[config.mk]
export PLATFORM = sky130hd
export DESIGN_NAME = uart_command_response_engine_unit
export DESIGN_NICKNAME = d
export VERILOG_FILES = /design/src/hw/rtl/ucre_pkg.sv /design/src/hw/rtl/ucre_cfg.sv /design/src/hw/rtl/ucre_core.sv /design/src/hw/rtl/ucre_emit.sv /design/src/hw/rtl/uart_command_response_engine_unit.sv
export SDC_FILE = /design/constraint.sdc
export NUM_CORES = 1
export LEC_CHECK = 0
export BUFFER_PORTS_ARGS = -buffer_cell sky130_fd_sc_hd__buf_2
export CAP_MARGIN = 20
export CORE_UTILIZATION = 30
export CTS_CLUSTER_DIAMETER = 200
export CTS_CLUSTER_SIZE = 14
export DETAILED_ROUTE_END_ITERATION = 10
export HOLD_SLACK_MARGIN = 0.02
export PLACE_DENSITY_LB_ADDON = 0.12
export SLEW_MARGIN = 20
export SYNTH_ARGS = -nofsm -noshare
export SYNTH_HDL_FRONTEND = slang
export SYNTH_HIERARCHICAL = 1
export SYNTH_SLANG_ARGS = --single-unit
export TNS_END_PERCENT = 20
[constraint.sdc]
create_clock -name clk -period 6.5 [get_ports clk]
set_input_delay 0.975 -clock clk [delete_from_list [all_inputs] [get_ports clk]]
set_output_delay 0.975 -clock clk [all_outputs]
set_load 0.1 [all_outputs]
[src/hw/rtl/ucre_pkg.sv]
package ucre_pkg;

  // Frame layout and register defaults.
  localparam int unsigned FRAME_LEN = 8;
  localparam int unsigned IDX_W = $clog2(FRAME_LEN);
  localparam logic [7:0] FRAME_MARK = 8'hF5;
  localparam logic [15:0] TIMEOUT_RESET = 16'd1000;
  localparam logic [15:0] TICKS_MAX = 16'hFFFF;

  // Configuration register map, as word indexes.
  localparam int unsigned CFG_ADDR_W = 3;
  localparam logic REG_TIMEOUT = 1'b0;

  typedef enum logic [1:0] {
    ACT_START = 2'd0,
    ACT_RX    = 2'd1,
    ACT_TICK  = 2'd2
  } action_t;

  typedef enum logic [1:0] {
    KIND_TX   = 2'd0,
    KIND_OK   = 2'd1,
    KIND_FAIL = 2'd2
  } kind_t;

  // Result set handed from the exchange logic to the output stage.
  typedef struct packed {
    logic        load;
    logic        frame;
    kind_t       kind;
    logic [31:0] word;
    logic [31:0] cmd;
    logic [7:0]  chk;
  } resp_set_t;

  // Byte of the outgoing frame at a given position.
  function automatic logic [7:0] frame_byte(input logic [31:0] cmd,
                                            input logic [7:0] chk,
                                            input logic [IDX_W-1:0] idx);
    logic [7:0] b;
    unique case (idx)
      3'd0: b = FRAME_MARK;
      3'd1: b = cmd[31:24];
      3'd2: b = cmd[23:16];
      3'd3: b = cmd[15:8];
      3'd4: b = cmd[7:0];
      3'd5: b = 8'h00;
      3'd6: b = chk;
      3'd7: b = FRAME_MARK;
      default: b = 8'h00;
    endcase
    return b;
  endfunction

endpackage

[src/hw/rtl/ucre_cfg.sv]
module ucre_cfg
  import ucre_pkg::*;
(
  input  logic                  clk,
  input  logic                  rst_n,
  input  logic                  cfg_psel,
  input  logic                  cfg_penable,
  input  logic                  cfg_pwrite,
  input  logic [CFG_ADDR_W-1:0] cfg_paddr,
  input  logic [31:0]           cfg_pwdata,
  output logic [31:0]           cfg_prdata,
  output logic                  cfg_pready,
  output logic [15:0]           timeout_ticks
);

  logic [15:0] timeout_r;
  logic [15:0] timeout_nxt;
  logic        wr_en;

  assign cfg_pready = 1'b1;
  assign wr_en = cfg_psel & cfg_penable & cfg_pwrite & cfg_pready;

  // Register write decode.
  always_comb begin
    timeout_nxt = timeout_r;
    if (wr_en && (cfg_paddr[2] == REG_TIMEOUT)) begin
      timeout_nxt = cfg_pwdata[15:0];
    end
  end

  always_ff @(posedge clk) begin
    if (!rst_n) begin
      timeout_r <= TIMEOUT_RESET;
    end else begin
      timeout_r <= timeout_nxt;
    end
  end

  // Read back; addresses beyond the map read as zero.
  always_comb begin
    cfg_prdata = 32'd0;
    if (cfg_paddr[2] == REG_TIMEOUT) begin
      cfg_prdata = {16'd0, timeout_r};
    end
  end

  assign timeout_ticks = timeout_r;

endmodule

[src/hw/rtl/ucre_core.sv]
module ucre_core
  import ucre_pkg::*;
(
  input  logic        clk,
  input  logic        rst_n,
  input  logic        in_fire,
  input  logic [1:0]  action,
  input  logic [31:0] command_word,
  input  logic [7:0]  rx_byte,
  input  logic [15:0] timeout_ticks,
  output resp_set_t   resp
);

  logic [7:0]  win_r [FRAME_LEN];
  logic [7:0]  win_nxt [FRAME_LEN];
  logic [7:0]  win_sh [FRAME_LEN];
  logic        busy_r, busy_nxt;
  logic [15:0] elapsed_r, elapsed_nxt, elapsed_inc;
  logic [7:0]  opcode_r, opcode_nxt;
  logic [7:0]  rx_xor;
  logic [7:0]  cmd_xor;
  logic        frame_ok;

  // Window after shifting in the received byte, oldest byte at position 0.
  always_comb begin
    for (int i = 0; i < FRAME_LEN - 1; i++) begin
      win_sh[i] = win_r[i+1];
    end
    win_sh[FRAME_LEN-1] = rx_byte;
  end

  // Checksums of the shifted window and of the outgoing frame.
  assign rx_xor  = win_sh[1] ^ win_sh[2] ^ win_sh[3] ^ win_sh[4] ^ win_sh[5];
  assign cmd_xor = command_word[31:24] ^ command_word[23:16] ^
                   command_word[15:8] ^ command_word[7:0];

  assign frame_ok = (win_sh[0] == FRAME_MARK) && (win_sh[FRAME_LEN-1] == FRAME_MARK) &&
                    (win_sh[6] == rx_xor) && (win_sh[1] == opcode_r);

  assign elapsed_inc = (elapsed_r == TICKS_MAX) ? elapsed_r : elapsed_r + 16'd1;

  // Per-item state update and result selection.
  always_comb begin
    win_nxt     = win_r;
    busy_nxt    = busy_r;
    elapsed_nxt = elapsed_r;
    opcode_nxt  = opcode_r;
    resp.load   = 1'b0;
    resp.frame  = 1'b0;
    resp.kind   = KIND_TX;
    resp.word   = 32'd0;
    resp.cmd    = command_word;
    resp.chk    = cmd_xor;
    if (in_fire) begin
      unique case (action_t'(action))
        ACT_START: begin
          if (!busy_r) begin
            busy_nxt    = 1'b1;
            elapsed_nxt = 16'd0;
            opcode_nxt  = command_word[31:24];
            resp.load   = 1'b1;
            resp.frame  = 1'b1;
          end
        end
        ACT_RX: begin
          if (busy_r) begin
            win_nxt = win_sh;
            if (frame_ok) begin
              for (int i = 0; i < FRAME_LEN; i++) begin
                win_nxt[i] = 8'h00;
              end
              busy_nxt  = 1'b0;
              resp.load = 1'b1;
              resp.kind = KIND_OK;
              resp.word = {win_sh[1], win_sh[2], win_sh[3], win_sh[4]};
            end
          end
        end
        ACT_TICK: begin
          if (busy_r) begin
            elapsed_nxt = elapsed_inc;
            if (elapsed_inc >= timeout_ticks) begin
              for (int i = 0; i < FRAME_LEN; i++) begin
                win_nxt[i] = 8'h00;
              end
              busy_nxt  = 1'b0;
              resp.load = 1'b1;
              resp.kind = KIND_FAIL;
            end
          end
        end
        default: begin
          // Unused action code: nothing happens.
        end
      endcase
    end
  end

  always_ff @(posedge clk) begin
    if (!rst_n) begin
      for (int i = 0; i < FRAME_LEN; i++) begin
        win_r[i] <= 8'h00;
      end
      busy_r    <= 1'b0;
      elapsed_r <= 16'd0;
      opcode_r  <= 8'h00;
    end else begin
      win_r     <= win_nxt;
      busy_r    <= busy_nxt;
      elapsed_r <= elapsed_nxt;
      opcode_r  <= opcode_nxt;
    end
  end

endmodule

[src/hw/rtl/ucre_emit.sv]
module ucre_emit
  import ucre_pkg::*;
(
  input  logic        clk,
  input  logic        rst_n,
  input  resp_set_t   resp,
  input  logic        out_tready,
  output logic        out_tvalid,
  output logic [1:0]  kind,
  output logic [7:0]  tx_byte,
  output logic [31:0] response_word,
  output logic        last,
  output logic        sensor_awake,
  output logic        can_load
);

  logic             valid_r, valid_nxt;
  logic             frame_r;
  kind_t            kind_r;
  logic [31:0]      word_r;
  logic [31:0]      cmd_r;
  logic [7:0]       chk_r;
  logic [IDX_W-1:0] idx_r, idx_nxt;
  logic             last_beat;
  logic             out_fire;

  assign last_beat = !frame_r || (idx_r == IDX_W'(FRAME_LEN - 1));
  assign out_fire  = valid_r & out_tready;
  // A new result set may load once the held one leaves with this beat.
  assign can_load  = !valid_r || (last_beat && out_tready);

  // Beat counter and valid flag.
  always_comb begin
    valid_nxt = valid_r;
    idx_nxt   = idx_r;
    if (resp.load) begin
      valid_nxt = 1'b1;
      idx_nxt   = '0;
    end else if (out_fire) begin
      if (last_beat) begin
        valid_nxt = 1'b0;
      end else begin
        idx_nxt = idx_r + IDX_W'(1);
      end
    end
  end

  always_ff @(posedge clk) begin
    if (!rst_n) begin
      valid_r <= 1'b0;
      idx_r   <= '0;
    end else begin
      valid_r <= valid_nxt;
      idx_r   <= idx_nxt;
    end
  end

  // Result set payload.
  always_ff @(posedge clk) begin
    if (resp.load) begin
      frame_r <= resp.frame;
      kind_r  <= resp.kind;
      word_r  <= resp.word;
      cmd_r   <= resp.cmd;
      chk_r   <= resp.chk;
    end
  end

  // Output beat fields.
  assign out_tvalid    = valid_r;
  assign kind          = frame_r ? KIND_TX : kind_r;
  assign tx_byte       = frame_r ? frame_byte(cmd_r, chk_r, idx_r) : 8'h00;
  assign response_word = frame_r ? 32'd0 : word_r;
  assign last          = last_beat;
  assign sensor_awake  = frame_r;

endmodule

[src/hw/rtl/uart_command_response_engine_unit.sv]
// The first result beat of an accepted input beat is registered and appears in the next cycle.
// Throughput: one input beat per cycle for items with no or one result while out_tready
// is high; a start command emits eight transmit beats, one per cycle while out_tready is high.
// Reset (rst_n, synchronous, active low) idles the exchange, clears the receive
// window, tick count and opcode, and loads timeout_ticks with 1000.
module uart_command_response_engine_unit
  import ucre_pkg::*;
(
  input  logic                  clk,
  input  logic                  rst_n,
  // in_tdata: command_word [31:0], rx_byte [39:32]
  input  logic [39:0]           in_tdata,
  // in_tuser: action [1:0]
  input  logic [1:0]            in_tuser,
  input  logic                  in_tvalid,
  output logic                  in_tready,
  // out_tdata: tx_byte [7:0], response_word [39:8], sensor_awake [40], zero [47:41]
  output logic [47:0]           out_tdata,
  // out_tuser: kind [1:0]
  output logic [1:0]            out_tuser,
  output logic                  out_tlast,
  output logic                  out_tvalid,
  input  logic                  out_tready,
  input  logic                  cfg_psel,
  input  logic                  cfg_penable,
  input  logic                  cfg_pwrite,
  input  logic [CFG_ADDR_W-1:0] cfg_paddr,
  input  logic [31:0]           cfg_pwdata,
  output logic [31:0]           cfg_prdata,
  output logic                  cfg_pready
);

  logic        in_fire;
  logic [15:0] timeout_ticks;
  resp_set_t   resp;
  logic [1:0]  kind;
  logic [7:0]  tx_byte;
  logic [31:0] response_word;
  logic        sensor_awake;
  logic        can_load;

  assign in_tready = can_load;
  assign in_fire   = in_tvalid & in_tready;

  ucre_cfg u_cfg (
    .clk           (clk),
    .rst_n         (rst_n),
    .cfg_psel      (cfg_psel),
    .cfg_penable   (cfg_penable),
    .cfg_pwrite    (cfg_pwrite),
    .cfg_paddr     (cfg_paddr),
    .cfg_pwdata    (cfg_pwdata),
    .cfg_prdata    (cfg_prdata),
    .cfg_pready    (cfg_pready),
    .timeout_ticks (timeout_ticks)
  );

  ucre_core u_core (
    .clk           (clk),
    .rst_n         (rst_n),
    .in_fire       (in_fire),
    .action        (in_tuser),
    .command_word  (in_tdata[31:0]),
    .rx_byte       (in_tdata[39:32]),
    .timeout_ticks (timeout_ticks),
    .resp          (resp)
  );

  ucre_emit u_emit (
    .clk           (clk),
    .rst_n         (rst_n),
    .resp          (resp),
    .out_tready    (out_tready),
    .out_tvalid    (out_tvalid),
    .kind          (kind),
    .tx_byte       (tx_byte),
    .response_word (response_word),
    .last          (out_tlast),
    .sensor_awake  (sensor_awake),
    .can_load      (can_load)
  );

  // Pack the result beat.
  assign out_tdata = {7'd0, sensor_awake, response_word, tx_byte};
  assign out_tuser = kind;

endmodule
### Word level (Yosys, flattened, before mapping)

Cells that the tools add are included.

| operators by class | value |
|---|---|
| add/subtract/negate cells | 2 |
| muxes and demuxes | 36 |
| reduce and logical (&&, ||, !) cells | 26 |
| bitwise operators | 15 |
| equality and inequality tests | 18 |
| $lt $le $gt $ge | 1 |

Operators with widths:

| operator | count |
|---|---|
| $mux 56 | 4 |
| $pmux 56 s2 | 1 |
| $mux 16 | 4 |
| $mux 32 | 2 |
| $pmux 8 s7 | 1 |
| $xor 8x8->8 | 7 |
| $mux 36 | 1 |
| $mux 34 | 1 |
| $mux 33 | 1 |
| $pmux 16 s2 | 1 |
| $add 16x1->16 const B | 1 |
| $eq 16x16->1 const B | 1 |
| $eq 8x8->1 | 2 |
| $eq 8x8->1 const B | 2 |
| $ge 16x16->1 | 1 |
| $eq 3x3->1 const B | 4 |
| $mux 1 | 12 |
| $mux 2 | 4 |
| $mux 8 | 1 |
| $reduce_and 2->1 | 4 |
| $reduce_and 4->1 | 2 |
| $reduce_bool 2->1 | 4 |
| $eq 3x2->1 const B | 2 |
| $ne 2x1->1 const B | 3 |
| other kinds (18) | 32 |

| word-level totals | value |
|---|---|
| input bits | 84 |
| register bits | 176 |
| output and inout port bits | 86 |
| logic and storage cells | 116 |

### Logic depth before layout (Yosys ltp)

| logic depth | value |
|---|---|
| word-level depth | 13 |
| depth in mapped cells | 17 |
| mapped depth without buffers | 16 |

### By module

Netlist, hierarchy kept.

Modules (own cells, without submodules):

| module | sequential area each (µm²) | area each (µm²) | cells an instance | times used |
|---|---|---|---|---|
| ucre_core | 1621.6 | 5077.4 | 634 | 1 |
| ucre_emit | 2332.2 | 3144.3 | 192 | 1 |
| ucre_cfg | 320.3 | 937.1 | 106 | 1 |
| uart_command_response_engine_unit | 0.0 | 70.1 | 10 | 1 |

### Worst setup path before layout

No wires, ideal clock.

| path | value |
|---|---|
| path kind | reg-to-reg |
| start point | reg u_emit.idx_r[1] |
| end point | reg u_emit.idx_r[0] |
| path buffers | 0 |
| cell stages (with the launch flop) | 11 |
| setup time | 0.119 ns |
| data arrival time | 7.134 ns |
| path slack | -0.753 ns |
| cell sequence | dfxtp_1 ha_1 ha_1 nand2b_1 a21boi_0 inv_1 and2_1 nand3b_1 o22ai_1 nand2b_1 nor2_1 |

RTL lines:

| what | RTL line | RTL |
|---|---|---|
| start, declared | ucre_emit.sv:23 | `logic [IDX_W-1:0] idx_r, idx_nxt;` |
| start signal, assigned | ucre_emit.sv:54 | `idx_r <= idx_nxt;` |

==> results.sh <==
export IMPL_cts_max_level=4
export IMPL_post_route_period_util_pct=68.9
export IMPL_synth_area_um2=9230
export IMPL_antenna_found_initial=3
export IMPL_post_cts_setup_buffers=0
export IMPL_finClkSkew_ns=0.0138
export IMPL_slowest_delay_ns=0.75
export IMPL_detail_route_wl_per_cell_um=15.1
export IMPL_insertion_delay_ns=0.43
export IMPL_cts_resized=0
export IMPL_tns_ns=0
export IMPL_crit_required_ns=6.55
export IMPL_crit_chain="nand4_1, a311o_1, or2_2, xnor2_1, ha_1, a21oi_1, o21ai_0, o21ai_0, o21ai_0, a21oi_1, o22ai_4, buf_4"
export IMPL_synth_cell_types=60
export IMPL_dp_hpwl_um=14600
export IMPL_fillers=3116
export IMPL_avgViaCountPerCell=4.55
export IMPL_grt_use_total_pct=14.0
export IMPL_worstRegToRegCells=12
export IMPL_cap_violations=0
export IMPL_grt_max_degree=113
export IMPL_slew_headroom_pct=30.5
export IMPL_setup_viol=0
export IMPL_floorplan_initialDensity_pct=30.8
export IMPL_power_per_cell_area_nw_per_um2=243
export IMPL_drt_iter0_markers=405
export IMPL_arrival_ns=4.53
export IMPL_syn_instance_count=942
export IMPL_area_growth_synth_to_final_pct=12.5
export IMPL_clockBufferDepth=2
export IMPL_final_nets=1115
export IMPL_cts_hold_buf=0
export IMPL_yosys_area_top_type_share_pct=24.4
export IMPL_port_buffer_count=127
export IMPL_ioPinCount=170
export IMPL_num_rows=63
export IMPL_ys_top_cells_by_area="edfxtp_1 24%, dfxtp_1 22%, xnor2_1 5.6%, nand2_1 4.9%, nor2b_1 4.8%"
export IMPL_critPathLaunchType="flip-flop"
export IMPL_power_mw=2.53
export IMPL_grt_setup_unrepaired="false"
export IMPL_synth_enable_flop_cells=75
export IMPL_whs_path_depth=2
export IMPL_syn_area_per_cell_um2=9.80
export IMPL_postRouteAntennaNets=0
export IMPL_finalHoldViolCount=0
export IMPL_overflow=0
export IMPL_yosysWarnings=6
export IMPL_ys_ff_latch=176
export IMPL_cp_end_kind="flip-flop"
export IMPL_max_freq_mhz=223
export IMPL_die_h_um=177
export IMPL_die_x_um=177
export IMPL_routabilityCongestion=0.741
export IMPL_vias=6412
export IMPL_seq_area_um2=4270
export IMPL_cts_sinks=176
export IMPL_period_minus_slack_ns=4.48
export IMPL_path_clk_slew_ns=0.07
export IMPL_yosysSeqAreaShare_pct=46.3
export IMPL_drv_slew=0
export IMPL_cts_tree="done"
export IMPL_die_area_um2=31500
export IMPL_status="complete, no violations"
export IMPL_critPathMaxFanout=77
export IMPL_peakVddDrop_mv=0.154
export IMPL_multi_input_area_um2=4230
export IMPL_synth_area_leader_cell="edfxtp_1"
export IMPL_first_pass_iters=4
export IMPL_crit_slowest_cell="buf_4"
export IMPL_worst_pin_slew_ns=1.04
export IMPL_coreArea_um2=30000
export IMPL_drc=0
export IMPL_routed_wl_um=21300
export IMPL_grt_pass1_wl_um=34200
export IMPL_hold_class="flip-flop to flip-flop"
export IMPL_worstSetupPathType="flip-flop to flip-flop"
export IMPL_grt_pass1_vias=6332
export IMPL_crit_top_cell="o21ai_0"
export IMPL_cts_root_buf="clkbuf_16"
export IMPL_cts_buffers=17
export IMPL_async_flop_share_pct=0
export IMPL_ys_flop_type="dfxtp_1"
export IMPL_power_leakage_nw=3.79
export IMPL_drive_above_1_share_pct=18.2
power by group:
| group | internal (mW) | switching, mW |
|---|---|---|
| combinational | 0.0616 | 0.238 |
| clock | 0.597 | 0.449 |
| sequential | 1.17 | 0.00853 |
| total | 1.83 | 0.696 |
metal layers:
layer  GRT usage, %  vias up  part of all wire (%)  routed length, um
li1               -     3272                     -                  -
met1           19.0     2997                    49              10500
met2           22.0      123                    45               9550
met3           3.62       18                   4.6                981
met4           3.85        2                   1.0                221
met5              0        -                 0.061                 13
state kept, by name, indices dropped and copies added, names as in the netlist:
| register | count |
|---|---|
| u_cfg/timeout_ticks | 16 |
| u_core/busy_r | 1 |
| u_core/elapsed_r | 16 |
| u_core/opcode_r | 8 |
| u_core/win_r | 56 |
| u_emit/chk_r | 8 |
| u_emit/cmd_r | 32 |
| u_emit/idx_r | 3 |
| u_emit/kind_r | 2 |
| u_emit/out_tvalid | 1 |
| u_emit/sensor_awake | 1 |
| u_emit/word_r | 32 |
critical path, delay by kind of cell, from the launching register on:
kind                       cells  cell delay [ns]
AOI/OAI and AO/OA              7             1.75
buffers and inverters          1             0.75
and+or+nand+nor                2             0.59
DFF                            1             0.43
adders and majority gates      1             0.31
xor gates and xnor gates       1             0.16
stage by stage:
stage                     std cells  setup slack, ns  utilization, %  hold slack [ns]  instance area (um2)
final                          1409             2.02            34.7            0.462                10400
after CTS                      1407             2.00            34.6            0.462                10400
after global placement         1374             2.03            32.5            0.446                 9740
after floorplan                 963            0.892               -            0.432                 9310
after detailed placement       1375             2.03            32.6            0.449                 9750
after global routing           1408             1.55            34.6            0.495                10400
cell usage in the layout, fill, tap and decap left out, types with 6 or more instances in the layout:
cell,n
nand2_1,121
xor2_1,9
and2b_2,6
nand3_1,67
edfxtp_1,75
a21boi_0,9
xnor2_1,59
nand2b_1,7
nor2_1,14
conb_1,24
a21oi_1,21
ha_1,26
and2_1,36
nor3_1,8
mux2i_1,18
buf_2,126
o21ai_1,40
a22oi_1,9
a311oi_1,8
mux2_2,9
inv_1,22
dfxtp_1,101
clkbuf_16,19
o21ai_0,25
nand4_1,8
nor2b_1,71
xnor3_1,7
a32oi_1,8
synthesized netlist by cell type, drive strengths merged, types with 8 or more instances:
master,count
a32oi,8
nand2,121
mux2i,18
inv,22
a21boi,9
clkbuf,34
buf,75
dfxtp,101
a22oi,9
a311oi,8
nand4,8
o21ai,65
mux2,9
and2,37
nand3,67
edfxtp,75
ha,26
nor2b,71
a21oi,21
xnor2,59
xor2,9
nor3,8
nor2,14
layout make-up:
cell class                 instances  area share, %
multi-input combinational        654           40.7
antenna                            1         0.0241
tap                              390           4.70
clock buffer                      22           4.88
clock inverter                    10          0.928
sequential                       176           41.2
inverter                          23          0.832
timing repair buffer             133           6.74
worst paths after layout:
check	slack, ns	startpoint	endpoint
worst min register to register	0.46	u_core/win_r[48]	u_core/win_r[48]
worst min-delay path	0.46	u_core/win_r[48]	u_core/win_r[48]
worst max-delay path	2.02	u_core/elapsed_r[4]	u_emit/word_r[5]
worst max register to register	2.02	u_core/elapsed_r[4]	u_emit/word_r[5]
kinds of logic after synthesis:
| group | after synthesis | share of synthesized area [%] |
|---|---|---|
| AND/OR/NAND/NOR | 358 | 20.1 |
| flip-flops | 176 | 46.3 |
| AO/OA/AOI/OAI | 144 | 9.72 |
| buffers and inverters | 133 | 9.00 |
| XOR/XNOR | 75 | 8.16 |
| multiplexers | 27 | 3.05 |
| adder cells (fa/ha/maj) | 26 | 3.52 |
| other | 3 | 0.122 |
Note: power is estimated with default switching activity, not from simulation.
